[src/rtl/base85_stream_codec_core_assert.svh]
// Assertion macros for the base85 stream codec core.
// Used by the top level; expects clk and rst_n in scope.
`ifndef BASE85_STREAM_CODEC_CORE_ASSERT_SVH
`define BASE85_STREAM_CODEC_CORE_ASSERT_SVH

// same-cycle implication
`define B85SC_ASSERT_IMP(lbl, ante, cons, msg) \
    lbl: assert property (@(posedge clk) disable iff (!rst_n) (ante) |-> (cons)) \
        else $error(msg);

// next-cycle implication
`define B85SC_ASSERT_NXT(lbl, ante, cons, msg) \
    lbl: assert property (@(posedge clk) disable iff (!rst_n) (ante) |=> (cons)) \
        else $error(msg);

`endif

[src/rtl/b85sc_pkg.sv]
// Shared types, constants and alphabet functions for the base85 codec.
// No dependencies.
`default_nettype none
package b85sc_pkg;

    localparam int DIGW = 7;
    localparam int NDIG = 5;

    localparam logic [7:0] CH_Z = 8'h7A;
    localparam logic [6:0] DIV_LOW = 7'd84;
    localparam logic [6:0] DIV_HIGH = 7'd85;
    // floor(2^38 / divisor)
    localparam logic [31:0] RECIP_LOW = 32'd3272356035;
    localparam logic [31:0] RECIP_HIGH = 32'd3233857728;
    localparam int RECIP_SHIFT = 38;

    typedef enum logic [1:0] {
        JOB_ENC,
        JOB_DEC,
        JOB_LIT
    } job_kind_t;

    typedef struct packed {
        job_kind_t kind;
        logic [NDIG*DIGW-1:0] value;
        logic [2:0] count;
    } job_t;

    typedef struct packed {
        logic ok;
        logic [DIGW-1:0] digit;
    } lookup_t;

    function automatic lookup_t digit_of(input logic [7:0] c, input logic lead);
        lookup_t r;
        r.ok = 1'b1;
        r.digit = '0;
        if (c inside {[8'h30:8'h39]})
            r.digit = 7'(c - 8'h30);
        else if (c inside {[8'h41:8'h5A]})
            r.digit = 7'(c - 8'h41 + 8'd10);
        else if (c inside {[8'h61:8'h79]})
            r.digit = 7'(c - 8'h61 + 8'd36);
        else begin
            case (c)
                8'h21: r.digit = 7'd61;
                8'h23: r.digit = 7'd62;
                8'h24: r.digit = 7'd63;
                8'h28: r.digit = 7'd64;
                8'h29: r.digit = 7'd65;
                8'h2A: r.digit = 7'd66;
                8'h2B: r.digit = 7'd67;
                8'h2C: r.digit = 7'd68;
                8'h2D: r.digit = 7'd69;
                8'h2E: r.digit = 7'd70;
                8'h2F: r.digit = 7'd71;
                8'h3A: r.digit = 7'd72;
                8'h3B: r.digit = 7'd73;
                8'h3D: r.digit = 7'd74;
                8'h3F: r.digit = 7'd75;
                8'h40: r.digit = 7'd76;
                8'h5E: r.digit = 7'd77;
                8'h60: r.digit = 7'd78;
                8'h7B: r.digit = 7'd79;
                8'h7C: r.digit = 7'd80;
                8'h7D: r.digit = 7'd81;
                8'h7E: r.digit = 7'd82;
                8'h7A: r.digit = lead ? 7'd84 : 7'd83;
                8'h5F: r.digit = lead ? 7'd83 : 7'd84;
                default: r.ok = 1'b0;
            endcase
        end
        return r;
    endfunction

    function automatic logic [7:0] char_of(input logic [DIGW-1:0] d, input logic lead);
        logic [7:0] c;
        c = 8'h30;
        if (d < 7'd10)
            c = 8'h30 + 8'(d);
        else if (d < 7'd36)
            c = 8'h41 + 8'(d - 7'd10);
        else if (d < 7'd61)
            c = 8'h61 + 8'(d - 7'd36);
        else begin
            case (d)
                7'd61: c = 8'h21;
                7'd62: c = 8'h23;
                7'd63: c = 8'h24;
                7'd64: c = 8'h28;
                7'd65: c = 8'h29;
                7'd66: c = 8'h2A;
                7'd67: c = 8'h2B;
                7'd68: c = 8'h2C;
                7'd69: c = 8'h2D;
                7'd70: c = 8'h2E;
                7'd71: c = 8'h2F;
                7'd72: c = 8'h3A;
                7'd73: c = 8'h3B;
                7'd74: c = 8'h3D;
                7'd75: c = 8'h3F;
                7'd76: c = 8'h40;
                7'd77: c = 8'h5E;
                7'd78: c = 8'h60;
                7'd79: c = 8'h7B;
                7'd80: c = 8'h7C;
                7'd81: c = 8'h7D;
                7'd82: c = 8'h7E;
                7'd83: c = lead ? 8'h5F : 8'h7A;
                7'd84: c = lead ? 8'h7A : 8'h5F;
                default: c = 8'h30;
            endcase
        end
        return c;
    endfunction

endpackage
`default_nettype wire

[src/rtl/base85_stream_codec_core.sv]
// Top level of the base85 stream codec: APB register, front end, job
// queue and back end. Depends on b85sc_pkg and the front/queue/back modules.
//
// Usage: direction register at address 0 (0 encode, 1 decode); writing it
// clears any partial group. Write only while idle. Input words on
// in_valid/in_ready (data_byte, is_final), results on out_valid/out_ready
// (out_byte, run_end marks the last result of an input word).
// Input words that do not complete a group are taken one per cycle while
// the queue is not full. An encoded group runs each digit through the
// reciprocal-multiply divider (multiply, then fix-up), then emits one
// character per digit. A decoded group accumulates a digit per cycle, then
// emits bytes; a literal ('z' in either direction) goes straight to output.
// The job queue holds QUEUE_DEPTH groups so the front keeps accepting while
// the back end works; the front stalls only when the queue is full.
// A stalled receiver holds the output register and the back end waits.
// Reset clears the direction, the partial group, the queue and the output.
`default_nettype none
`include "base85_stream_codec_core_assert.svh"
module base85_stream_codec_core #(
    parameter int QUEUE_DEPTH = 2
) (
    input  wire logic        clk,
    input  wire logic        rst_n,
    input  wire logic        in_valid,
    output logic             in_ready,
    input  wire logic [7:0]  data_byte,
    input  wire logic        is_final,
    output logic             out_valid,
    input  wire logic        out_ready,
    output logic [7:0]       out_byte,
    output logic             run_end,
    input  wire logic        psel,
    input  wire logic        penable,
    input  wire logic        pwrite,
    input  wire logic [2:0]  paddr,
    input  wire logic [31:0] pwdata,
    output logic [31:0]      prdata,
    output logic             pready
);
    import b85sc_pkg::*;

    logic  dir_reg;
    logic  cfg_clear;
    logic  q_full, q_nonempty, q_pop, push;
    job_t  push_job, head_job;

    assign pready    = 1'b1;
    assign cfg_clear = psel && penable && pwrite && (paddr[2] == 1'b0);
    assign prdata    = (paddr[2] == 1'b0) ? {31'd0, dir_reg} : 32'd0;

    always_ff @(posedge clk or negedge rst_n)
    begin
        if (!rst_n)
            dir_reg <= 1'b0;
        else if (cfg_clear)
            dir_reg <= pwdata[0];
    end

    b85sc_front u_front (
        .clk       (clk),
        .rst_n     (rst_n),
        .dir       (dir_reg),
        .cfg_clear (cfg_clear),
        .in_valid  (in_valid),
        .in_ready  (in_ready),
        .data_byte (data_byte),
        .is_final  (is_final),
        .q_full    (q_full),
        .push      (push),
        .job       (push_job)
    );

    b85sc_queue #(
        .DEPTH (QUEUE_DEPTH)
    ) u_queue (
        .clk      (clk),
        .rst_n    (rst_n),
        .push     (push),
        .push_job (push_job),
        .pop      (q_pop),
        .full     (q_full),
        .nonempty (q_nonempty),
        .head_job (head_job)
    );

    b85sc_back u_back (
        .clk        (clk),
        .rst_n      (rst_n),
        .q_nonempty (q_nonempty),
        .head_job   (head_job),
        .q_pop      (q_pop),
        .out_valid  (out_valid),
        .out_ready  (out_ready),
        .out_byte   (out_byte),
        .run_end    (run_end)
    );

    `B85SC_ASSERT_IMP(a_job_count, push, push_job.count >= 3'd1 && push_job.count <= 3'd5, "job count out of range")
    `B85SC_ASSERT_IMP(a_enc_count, push && push_job.kind == JOB_ENC, push_job.count <= 3'd4, "encode group too long")
    `B85SC_ASSERT_NXT(a_enc_dir, push && push_job.kind == JOB_ENC && !cfg_clear, !dir_reg, "encode job while decoding")

endmodule
`default_nettype wire

[src/rtl/b85sc_front.sv]
// Front end: accepts words, gathers groups, issues jobs to the queue.
// Depends on b85sc_pkg.
`default_nettype none
module b85sc_front (
    input  wire logic              clk,
    input  wire logic              rst_n,
    input  wire logic              dir,
    input  wire logic              cfg_clear,
    input  wire logic              in_valid,
    output logic                   in_ready,
    input  wire logic [7:0]        data_byte,
    input  wire logic              is_final,
    input  wire logic              q_full,
    output logic                   push,
    output b85sc_pkg::job_t        job
);
    import b85sc_pkg::*;

    logic [31:0]     acc_reg, acc_next;
    logic [2:0]      pos_reg, pos_next;
    logic [DIGW-1:0] digs_reg [NDIG];
    logic [DIGW-1:0] digs_next [NDIG];
    logic [31:0]     acc_in;
    logic [2:0]      pos_inc;
    lookup_t         lk;
    logic [NDIG*DIGW-1:0] packed_next, packed_cur;

    assign in_ready = !q_full;
    assign acc_in   = {acc_reg[23:0], data_byte};
    assign pos_inc  = pos_reg + 3'd1;
    assign lk       = digit_of(data_byte, pos_reg == 3'd0);

    always_comb
    begin
        for (int i = 0; i < NDIG; i++)
        begin
            packed_cur[i*DIGW +: DIGW] = digs_reg[i];
        end
    end

    always_comb
    begin
        acc_next = acc_reg;
        pos_next = pos_reg;
        for (int i = 0; i < NDIG; i++)
            digs_next[i] = digs_reg[i];
        push = 1'b0;
        job.kind = JOB_LIT;
        job.value = '0;
        job.count = 3'd1;
        if (in_valid && !q_full)
        begin
            if (!dir)
            begin
                if (pos_inc == 3'd4)
                begin
                    push = 1'b1;
                    if (acc_in == 32'd0)
                    begin
                        job.kind = JOB_LIT;
                        job.value = (NDIG*DIGW)'(CH_Z);
                        job.count = 3'd1;
                    end
                    else
                    begin
                        job.kind = JOB_ENC;
                        job.value = (NDIG*DIGW)'(acc_in);
                        job.count = 3'd4;
                    end
                    acc_next = '0;
                    pos_next = '0;
                end
                else if (is_final)
                begin
                    push = 1'b1;
                    job.kind = JOB_ENC;
                    job.value = (NDIG*DIGW)'(acc_in);
                    job.count = pos_inc;
                    acc_next = '0;
                    pos_next = '0;
                end
                else
                begin
                    acc_next = acc_in;
                    pos_next = pos_inc;
                end
            end
            else
            begin
                if (pos_reg == 3'd0 && data_byte == CH_Z)
                begin
                    push = 1'b1;
                    job.kind = JOB_LIT;
                    job.value = '0;
                    job.count = 3'd4;
                end
                else if (lk.ok)
                begin
                    digs_next[pos_reg] = lk.digit;
                    if (pos_inc == 3'd5 || is_final)
                    begin
                        push = 1'b1;
                        job.kind = JOB_DEC;
                        job.value = packed_next;
                        job.count = pos_inc;
                        pos_next = '0;
                    end
                    else
                        pos_next = pos_inc;
                end
                else if (is_final && pos_reg != 3'd0)
                begin
                    push = 1'b1;
                    job.kind = JOB_DEC;
                    job.value = packed_cur;
                    job.count = pos_reg;
                    pos_next = '0;
                end
            end
        end
    end

    always_comb
    begin
        for (int i = 0; i < NDIG; i++)
            packed_next[i*DIGW +: DIGW] = digs_next[i];
    end

    always_ff @(posedge clk or negedge rst_n)
    begin
        if (!rst_n)
        begin
            acc_reg <= '0;
            pos_reg <= '0;
            for (int i = 0; i < NDIG; i++)
                digs_reg[i] <= '0;
        end
        else if (cfg_clear)
        begin
            acc_reg <= '0;
            pos_reg <= '0;
            for (int i = 0; i < NDIG; i++)
                digs_reg[i] <= '0;
        end
        else
        begin
            acc_reg <= acc_next;
            pos_reg <= pos_next;
            for (int i = 0; i < NDIG; i++)
                digs_reg[i] <= digs_next[i];
        end
    end

endmodule
`default_nettype wire

[src/rtl/b85sc_queue.sv]
// Job queue between front and back end.
// Depends on b85sc_pkg.
`default_nettype none
module b85sc_queue #(
    parameter int DEPTH = 2
) (
    input  wire logic              clk,
    input  wire logic              rst_n,
    input  wire logic              push,
    input  b85sc_pkg::job_t        push_job,
    input  wire logic              pop,
    output logic                   full,
    output logic                   nonempty,
    output b85sc_pkg::job_t        head_job
);
    import b85sc_pkg::*;

    localparam int PW = $clog2(DEPTH);
    localparam int CW = $clog2(DEPTH + 1);

    job_t            mem [DEPTH];
    logic [PW-1:0]   wr_ptr_reg, rd_ptr_reg;
    logic [CW-1:0]   count_reg;
    logic            do_push, do_pop;

    assign full     = count_reg == CW'(DEPTH);
    assign nonempty = count_reg != '0;
    assign do_push  = push && !full;
    assign do_pop   = pop && nonempty;
    assign head_job = mem[rd_ptr_reg];

    always_ff @(posedge clk)
    begin
        if (do_push)
            mem[wr_ptr_reg] <= push_job;
    end

    always_ff @(posedge clk or negedge rst_n)
    begin
        if (!rst_n)
        begin
            wr_ptr_reg <= '0;
            rd_ptr_reg <= '0;
            count_reg  <= '0;
        end
        else
        begin
            if (do_push)
                wr_ptr_reg <= (wr_ptr_reg == PW'(DEPTH - 1)) ? '0 : wr_ptr_reg + PW'(1);
            if (do_pop)
                rd_ptr_reg <= (rd_ptr_reg == PW'(DEPTH - 1)) ? '0 : rd_ptr_reg + PW'(1);
            if (do_push && !do_pop)
                count_reg <= count_reg + CW'(1);
            else if (do_pop && !do_push)
                count_reg <= count_reg - CW'(1);
        end
    end

endmodule
`default_nettype wire

[src/rtl/b85sc_back.sv]
// Back end: digit extraction by reciprocal multiply, digit accumulation,
// and one-word-per-cycle output register while out_ready holds. Depends on b85sc_pkg.
`default_nettype none
module b85sc_back (
    input  wire logic              clk,
    input  wire logic              rst_n,
    input  wire logic              q_nonempty,
    input  b85sc_pkg::job_t        head_job,
    output logic                   q_pop,
    output logic                   out_valid,
    input  wire logic              out_ready,
    output logic [7:0]             out_byte,
    output logic                   run_end
);
    import b85sc_pkg::*;

    typedef enum logic [2:0] {
        ST_IDLE,
        ST_MUL,
        ST_FIX,
        ST_DACC,
        ST_EMIT
    } state_t;

    state_t               state_reg;
    logic [31:0]          v_reg;
    logic [63:0]          prod_reg;
    logic [DIGW-1:0]      dig_reg [NDIG];
    logic [NDIG*DIGW-1:0] src_reg;
    logic [2:0]           idx_reg;
    logic [2:0]           cnt_reg;
    logic                 chars_reg;
    logic                 out_valid_reg;
    logic [7:0]           out_byte_reg;
    logic                 run_end_reg;

    logic [6:0]           div;
    logic [25:0]          q0;
    logic [31:0]          qd, r0, r_fix, q_fix;
    logic [DIGW-1:0]      src_dig;
    logic [31:0]          v_acc;
    logic                 acc_last;
    logic [31:0]          v_hi;
    logic [2:0]           emit_cnt;
    logic [7:0]           emit_byte;
    logic                 can_load;

    assign q_pop     = (state_reg == ST_IDLE) && q_nonempty;
    assign out_valid = out_valid_reg;
    assign out_byte  = out_byte_reg;
    assign run_end   = run_end_reg;
    assign can_load  = !out_valid_reg || out_ready;

    // quotient estimate is low by at most one
    assign div = (idx_reg == 3'd0) ? DIV_LOW : DIV_HIGH;
    assign q0  = prod_reg[63:RECIP_SHIFT];
    assign qd  = 32'(q0) * 32'(div);
    assign r0  = v_reg - qd;

    always_comb
    begin
        if (r0 >= 32'(div))
        begin
            r_fix = r0 - 32'(div);
            q_fix = 32'(q0) + 32'd1;
        end
        else
        begin
            r_fix = r0;
            q_fix = 32'(q0);
        end
    end

    assign src_dig  = src_reg[7*idx_reg +: DIGW];
    assign acc_last = idx_reg == cnt_reg - 3'd1;

    always_comb
    begin
        if (idx_reg == 3'd0)
            v_acc = 32'(src_dig);
        else if (acc_last)
            v_acc = v_reg * 32'(DIV_LOW) + 32'(src_dig);
        else
            v_acc = v_reg * 32'(DIV_HIGH) + 32'(src_dig);
    end

    assign v_hi = v_acc >> {cnt_reg - 3'd1, 3'b000};

    always_comb
    begin
        if (cnt_reg == 3'd1)
            emit_cnt = 3'd1;
        else if (cnt_reg != 3'd5 && v_hi != 32'd0)
            emit_cnt = cnt_reg;
        else
            emit_cnt = cnt_reg - 3'd1;
    end

    always_comb
    begin
        if (chars_reg)
            emit_byte = char_of(dig_reg[idx_reg], idx_reg == cnt_reg - 3'd1);
        else
            emit_byte = v_reg[8*idx_reg[1:0] +: 8];
    end

    always_ff @(posedge clk or negedge rst_n)
    begin
        if (!rst_n)
        begin
            state_reg     <= ST_IDLE;
            out_valid_reg <= 1'b0;
            out_byte_reg  <= '0;
            run_end_reg   <= 1'b0;
            v_reg         <= '0;
            prod_reg      <= '0;
            src_reg       <= '0;
            for (int i = 0; i < NDIG; i++)
                dig_reg[i] <= '0;
            idx_reg       <= '0;
            cnt_reg       <= 3'd1;
            chars_reg     <= 1'b0;
        end
        else
        begin
            if (out_valid_reg && out_ready && state_reg != ST_EMIT)
                out_valid_reg <= 1'b0;
            case (state_reg)
                ST_IDLE:
                begin
                    if (q_nonempty)
                    begin
                        case (head_job.kind)
                            JOB_ENC:
                            begin
                                v_reg     <= head_job.value[31:0];
                                cnt_reg   <= head_job.count + 3'd1;
                                idx_reg   <= '0;
                                chars_reg <= 1'b1;
                                state_reg <= ST_MUL;
                            end
                            JOB_DEC:
                            begin
                                src_reg   <= head_job.value;
                                cnt_reg   <= head_job.count;
                                idx_reg   <= '0;
                                v_reg     <= '0;
                                chars_reg <= 1'b0;
                                state_reg <= ST_DACC;
                            end
                            JOB_LIT:
                            begin
                                v_reg     <= head_job.value[31:0];
                                cnt_reg   <= head_job.count;
                                idx_reg   <= head_job.count - 3'd1;
                                chars_reg <= 1'b0;
                                state_reg <= ST_EMIT;
                            end
                            default: state_reg <= ST_IDLE;
                        endcase
                    end
                end
                ST_MUL:
                begin
                    prod_reg  <= 64'(v_reg) *
                                 64'((idx_reg == 3'd0) ? RECIP_LOW : RECIP_HIGH);
                    state_reg <= ST_FIX;
                end
                ST_FIX:
                begin
                    dig_reg[idx_reg] <= r_fix[DIGW-1:0];
                    v_reg            <= q_fix;
                    if (idx_reg == cnt_reg - 3'd1)
                        state_reg <= ST_EMIT;
                    else
                    begin
                        idx_reg   <= idx_reg + 3'd1;
                        state_reg <= ST_MUL;
                    end
                end
                ST_DACC:
                begin
                    v_reg <= v_acc;
                    if (acc_last)
                    begin
                        cnt_reg   <= emit_cnt;
                        idx_reg   <= emit_cnt - 3'd1;
                        state_reg <= ST_EMIT;
                    end
                    else
                        idx_reg <= idx_reg + 3'd1;
                end
                ST_EMIT:
                begin
                    if (can_load)
                    begin
                        out_valid_reg <= 1'b1;
                        out_byte_reg  <= emit_byte;
                        run_end_reg   <= idx_reg == 3'd0;
                        if (idx_reg == 3'd0)
                            state_reg <= ST_IDLE;
                        else
                            idx_reg <= idx_reg - 3'd1;
                    end
                end
                default: state_reg <= ST_IDLE;
            endcase
        end
    end

endmodule
`default_nettype wire

[config.mk]
export PLATFORM = sky130hd
export DESIGN_NAME = base85_stream_codec_core
export DESIGN_NICKNAME = d
export VERILOG_FILES = /design/src/rtl/b85sc_pkg.sv /design/src/rtl/base85_stream_codec_core.sv /design/src/rtl/b85sc_front.sv /design/src/rtl/b85sc_queue.sv /design/src/rtl/b85sc_back.sv
export VERILOG_INCLUDE_DIRS = /design/src /design/src/rtl
export SDC_FILE = /design/constraint.sdc
export NUM_CORES = 2
export LEC_CHECK = 0
export ABC_CLOCK_PERIOD_IN_PS = 10250
export BUFFER_PORTS_ARGS = -buffer_cell sky130_fd_sc_hd__buf_2
export CAP_MARGIN = 10
export CORE_AREA = 3 3 392 394
export CTS_CLUSTER_SIZE = 14
export DETAILED_ROUTE_END_ITERATION = 8
export DIE_AREA = 0 0 395 397
export GPL_ROUTABILITY_DRIVEN = 0
export GPL_TIMING_DRIVEN = 0
export PLACE_DENSITY = 0.52
export SLEW_MARGIN = 20
export SYNTH_ARGS = -nofsm -noshare
export SYNTH_HDL_FRONTEND = slang
export SYNTH_SLANG_ARGS = --single-unit
[constraint.sdc]
create_clock -name clk -period 10.25 [get_ports clk]
set_clock_uncertainty 0.1 [all_clocks]
set_input_delay 2.05 -clock clk [delete_from_list [all_inputs] [get_ports clk]]
set_output_delay 2.05 -clock clk [all_outputs]
set_load 0.005 [all_outputs]
Yosys cells after proc, flatten, opt, wreduce, memory -nomap -nowiden
Memory sizes are Yosys's and may differ from the RTL's.
Index checks and enable logic that the tools add are counted.
Widths: inputs -> output; s select.
Word-level totals
  word-level logic and storage cells: 305
  bits in writable memories: 80
  memories: 1
  flip-flop bits (word level): 253
  output and inout bits: 44
Cells by class
  $mul: 5
  equality and inequality tests: 73
  shift operators: 3
  mux-type cells: 102
  reductions and logical operators: 52
  bitwise gates (word level): 3
  magnitude comparators: 14
  $add $sub $neg: 26
Memory list
  u_queue.mem: words 2, bits a word 40, rd ports 1, clocked after memory_dff 0, wr ports 1, line b85sc_queue.sv:21  | job_t mem [DEPTH];
Operator list (count)
  $mux 40: 9
  $pmux 8 s24: 1
  $mux 35: 5
  $pmux 7 s24: 1
  $eq 7x7->1 const B: 21
  $mux 32: 4
  $eq 8x6->1 const B: 15
  $mux 24: 5
  $pmux 32 s3: 1
  $mux 3: 25
  $eq 8x7->1 const B: 9
  $bwmux 35: 2
  $add 32x7->32: 2
  $mul 32x64->64: 1
  $pmux 32 s2: 1
  $mux 7: 8
  $demux 7 s3: 2
  $shiftx 35x7->7: 1
  $ge 32x7->1: 1
  $logic_not 32->1: 1
  $mul 26x7->32: 1
  $mul 32x5->30 const B: 1
  $mul 32x7->32 const B: 1
  $mux 8: 4
  other kinds (65): 156

Depth between registers and ports, before layout
  word-level depth: 16
  depth in mapped cells: 42
  depth with buffers taken out: 37

Modules after synthesis
Synthesis repeated with hierarchy kept, for this count alone.
Second synthesis, totals
  cell total of the unflattened synthesis: 5015
  area total of the unflattened synthesis: 47159.0 um2
Modules (own cells, without submodules)
  b85sc_back: instances 1, cells an instance 4315, area each 38961.1 um2
  b85sc_front: instances 1, cells an instance 518, area each 4596.9 um2
  b85sc_queue: instances 1, cells an instance 144, area each 3290.7 um2
  base85_stream_codec_core: instances 1, cells an instance 38, area each 310.3 um2

Least setup slack after synthesis
OpenSTA, ideal clock, no wires.
  kind: register to register
  start: reg u_back.idx_reg[0]
  end: reg u_back.prod_reg[61]
  arrival time: 9.373 ns
  period minus slack after synthesis: 9.609 ns
  required time: 10.014 ns
  cell stages (with the launch flop): 42
  path slack: 0.641 ns
  cell sequence: dfrtp_1 > buf_2 > buf_2 > inv_1 > ha_1 > nor2b_1 > clkbuf_1 > inv_1 > clkbuf_1 > buf_1 > clkbuf_1 > nor2_1 > fa_1 > inv_1 > fa_1 > inv_1 > ha_1 > inv_1 > (+6 left out) > fa_1 > inv_1 > fa_1 > inv_1 > ha_1 > a21o_1 > a21o_1 > nand3b_1 > a211oi_1 > o22ai_1 > a31oi_1 > o21a_1 > o21ai_0 > o41ai_1 > o21ai_0 > a21oi_1 > xor2_1 > o21ai_0
On the way
  word-level cells in the longest chain between the ends: 3
RTL lines
  from (decl): line b85sc_back.sv:30  | logic [2:0] idx_reg;
  from (signal assigned): line b85sc_back.sv:155  | idx_reg <= head_job.count - 3'd1;
  from (signal assigned): line b85sc_back.sv:177  | idx_reg <= idx_reg + 3'd1;
  from (signal assigned): line b85sc_back.sv:187  | idx_reg <= emit_cnt - 3'd1;
  $logic_not 3->1: line b85sc_back.sv:166  | 64'((idx_reg == 3'd0) ? RECIP_LOW : RECIP_HIGH);
  $mux 26: line b85sc_back.sv:166
  $mul 32x64->64: line b85sc_back.sv:165  | prod_reg <= 64'(v_reg) *
  to (signal assigned): line b85sc_back.sv:165
  to (decl): line b85sc_back.sv:27  | logic [63:0] prod_reg;
No other way between the ends.
A chain may end at the register's enable or synchronous reset.

Final worst setup path
  start: reg u_back.idx_reg[0]
  end: reg u_back.prod_reg[63]
The elaborated chain is that of the path after synthesis.

==> results.toml <==
[grt]
grt_usage_pct = 18.8
grt_overflow = 0
grt_pass1_wl_um = 227000
grt_pass1_vias = 36500
grt_max_degree = 88
antenna_found_initial = 4

[clock_tree]
cts_hold_buffers = 0
clk_latency_ns = 0.56
htreeDepth = 2
cts_buffers = 35
root_buffer = "clkbuf_16"
cts_sinks = 295
clock_path_buffers = 3
path_clk_slew_ns = 0.06
cts_tree = "yes"

[worst_setup_path]
r2r-end = "u_back.prod_reg[63]$_DFFE_PN0P_"
crit_path_top_delay_cell = "fa_1"
crit_top_cell = "fa_1"
crit_type = "register to register"
cp.required_ns = 10.55
worst-path-max-fanout = 10
cp-start-kind = "register"
rr_startpoint = "u_back.idx_reg[0]$_DFFE_PN0P_"
critPathArrivalTime_ns = 10.10
reg2reg_slack_ns = 0.45
cpPeakStageDelay_ns = 0.54
end_kind = "register"
reg2regPathDepth = 39

[synthesis]
ys.warnings.count = 0
yosysSeqAreaShare_pct = 17.3
synth.avg_cell_area_um2 = 9.10
syn_inst = 4960
synth_edf_count = 80
synth_cell_types = 100
syn_area_mm2 = 0.0451
async_flop_share_pct = 72.9
synth_ff_type = "dfrtp_1"
synth_top_area_cell = "fa_1"
synthTopCellsByArea = "fa_1 22%, ha_1 20%, dfrtp_1 12%"
synth_seq_cells = 295
yosysTopAreaCellShare_pct = 22.1

[floorplan]
die_h_um = 397
core_mm2 = 0.150
ios = 95
die_x_um = 395
num_rows = 142
initial_core_util_pct = 30.1
die_area_mm2 = 0.157

[timing]
slew_headroom_pct = 27.6
slew_violations = 0
hold_violations = 0
setup_viol = 0
fmax_ghz = 0.102
tightest_slew_ns = 1.09
timing.final.crit_share_pct = 95.7
period_needed_ns = 9.80

[hold_path]
hold_end = "u_back.out_byte[2]$_DFFE_PN0P_"
min_path_type = "register to register"
min_from = "u_back.out_byte[2]$_DFFE_PN0P_"
hold_depth = 2

[detailed_routing]
firstDrtPassIters = 7
drt-initial-drc-count = 2775
wl_per_cell_um = 20.8
via_count = 35900
drt_wl_total_um = 148000
vias_per_cell = 5.05
drc = 0
ant_nets = 0

[flow_run]
cap_violations = 0

[place]
dpl.hpwl_um = 123000
placed_area_mm2 = 0.0480
io_buffers = 27

[cells_and_area]
largest_reg_flops = 80
stdcell_area_mm2 = 0.0494
final_layout_size_suffix_gt1_share_pct = 5.63
top_register = "u_queue.mem"
syn2layout_area_growth_pct = 9.54
nNetsFinal = 6342

[outcome]
status = "completed"
## through the flow
step	instances	util (%)	TNS [ns]	setup WS (ns)	hold slack, ns
after floorplan	4990	-	0	0.641	0.349
after global placement	7033	31.9	-81.74	-4.12	0.361
after detailed placement	7037	32.0	-59.36	-3.44	0.369
after CTS	7100	32.9	0	0.0115	0.383
after global routing	7100	32.9	-0.00372	-0.00372	0.404
final	7102	32.9	0	0.445	0.376
## cell usage after synthesis (32+ instances only)
library cell / number
a21o_1: 57
a31oi_1: 38
nand2_1: 396
xor2_1: 46
mux2_2: 44
nand4_1: 41
a21oi_1: 288
o21ai_0: 267
ha_1: 732
fa_1: 499
inv_1: 891
nand2b_1: 32
nor2_1: 292
nor3_1: 53
buf_4: 32
dfrtp_1: 214
edfxtp_1: 80
nand3_1: 84
clkbuf_1: 147
xnor2_1: 87
mux2i_1: 90
## worst max path at each step
stage                                        startpoint                         endpoint  slack, ns  cells past startpoint
after floorplan           u_back.idx_reg[0]$_DFFE_PN0P_  u_back.prod_reg[61]$_DFFE_PN0P_       0.64                     41
after global placement    u_back.idx_reg[0]$_DFFE_PN0P_  u_back.prod_reg[61]$_DFFE_PN0P_      -4.12                     38
after detailed placement  u_back.idx_reg[0]$_DFFE_PN0P_  u_back.prod_reg[61]$_DFFE_PN0P_      -3.44                     39
after CTS                 u_back.idx_reg[1]$_DFFE_PN0P_  u_back.prod_reg[61]$_DFFE_PN0P_       0.01                     36
after global routing      u_back.idx_reg[0]$_DFFE_PN0P_  u_back.prod_reg[61]$_DFFE_PN0P_     -0.004                     37
final                     u_back.idx_reg[0]$_DFFE_PN0P_  u_back.prod_reg[63]$_DFFE_PN0P_       0.45                     39
## cells in the final DEF, fill, tap and decap left out, types with 12 or more instances in the layout
cell type	count
a211o_1	12
a211oi_1	30
a21o_1	57
a21oi_1	287
a31oi_1	37
and2_1	17
and3_1	30
buf_2	39
buf_4	38
clkbuf_1	145
clkbuf_16	35
conb_1	32
dfrtp_1	213
edfxtp_1	80
fa_1	498
ha_1	730
inv_1	886
mux2_2	44
mux2i_1	90
nand2_1	396
nand2b_1	32
nand3_1	84
nand4_1	41
nor2_1	284
nor2b_1	30
nor3_1	53
nor4_1	22
o211ai_1	24
o21a_1	28
o21ai_0	263
o21ai_1	13
o21bai_1	12
o221ai_1	16
o22ai_1	18
o31ai_1	25
or2_2	30
xnor2_1	86
xor2_1	46
## cell families after synthesis
kind of cell	count (synthesis)	share of synthesized area, %
and+or+nand+nor	1088	11.3
muxes	142	3.49
xor gates and xnor gates	135	2.67
other	2	0.0166
DFF	295	17.3
buffers and inverters	1099	9.45
AOI/OAI and AO/OA	968	13.4
adders and majority gates	1231	42.4
## cell type report
type	count	area, um2
tap	2016	2520
clock inverter	18	234
buffer	204	973
timing repair buffer	36	298
antenna	2	5.00
sequential	295	7780
inverter	892	3360
clock buffer	43	916
multi-input combinational	3596	33300
fill	15600	101000
## per-layer routing
layer	wire [um]	GRT usage [%]
met5	0	0
met1	67900	26.3
met2	67000	30.3
met3	7250	2.02
met4	5480	6.33
## repair_timing
action,4_1_cts,5_1_grt
setup buffers,4,1
cloned,0,0
setup endpoints to repair,26,7
pin swaps,2,5
gates resized for setup,54,18
endpoints found under the hold margin,0,0
## worst max-delay path: cells and delay by family, from the launching register on
kind                       cells  cell delay, ns
adders and majority gates     10            4.02
AOI/OAI and AO/OA             11            2.21
buffers and inverters         13            1.91
and+or+nand+nor                4            0.82
DFF                            1            0.34
xor gates and xnor gates       1            0.18
Power is not shown: default switching activity piles up to over one toggle a cycle in this logic, so the estimate is an artifact.
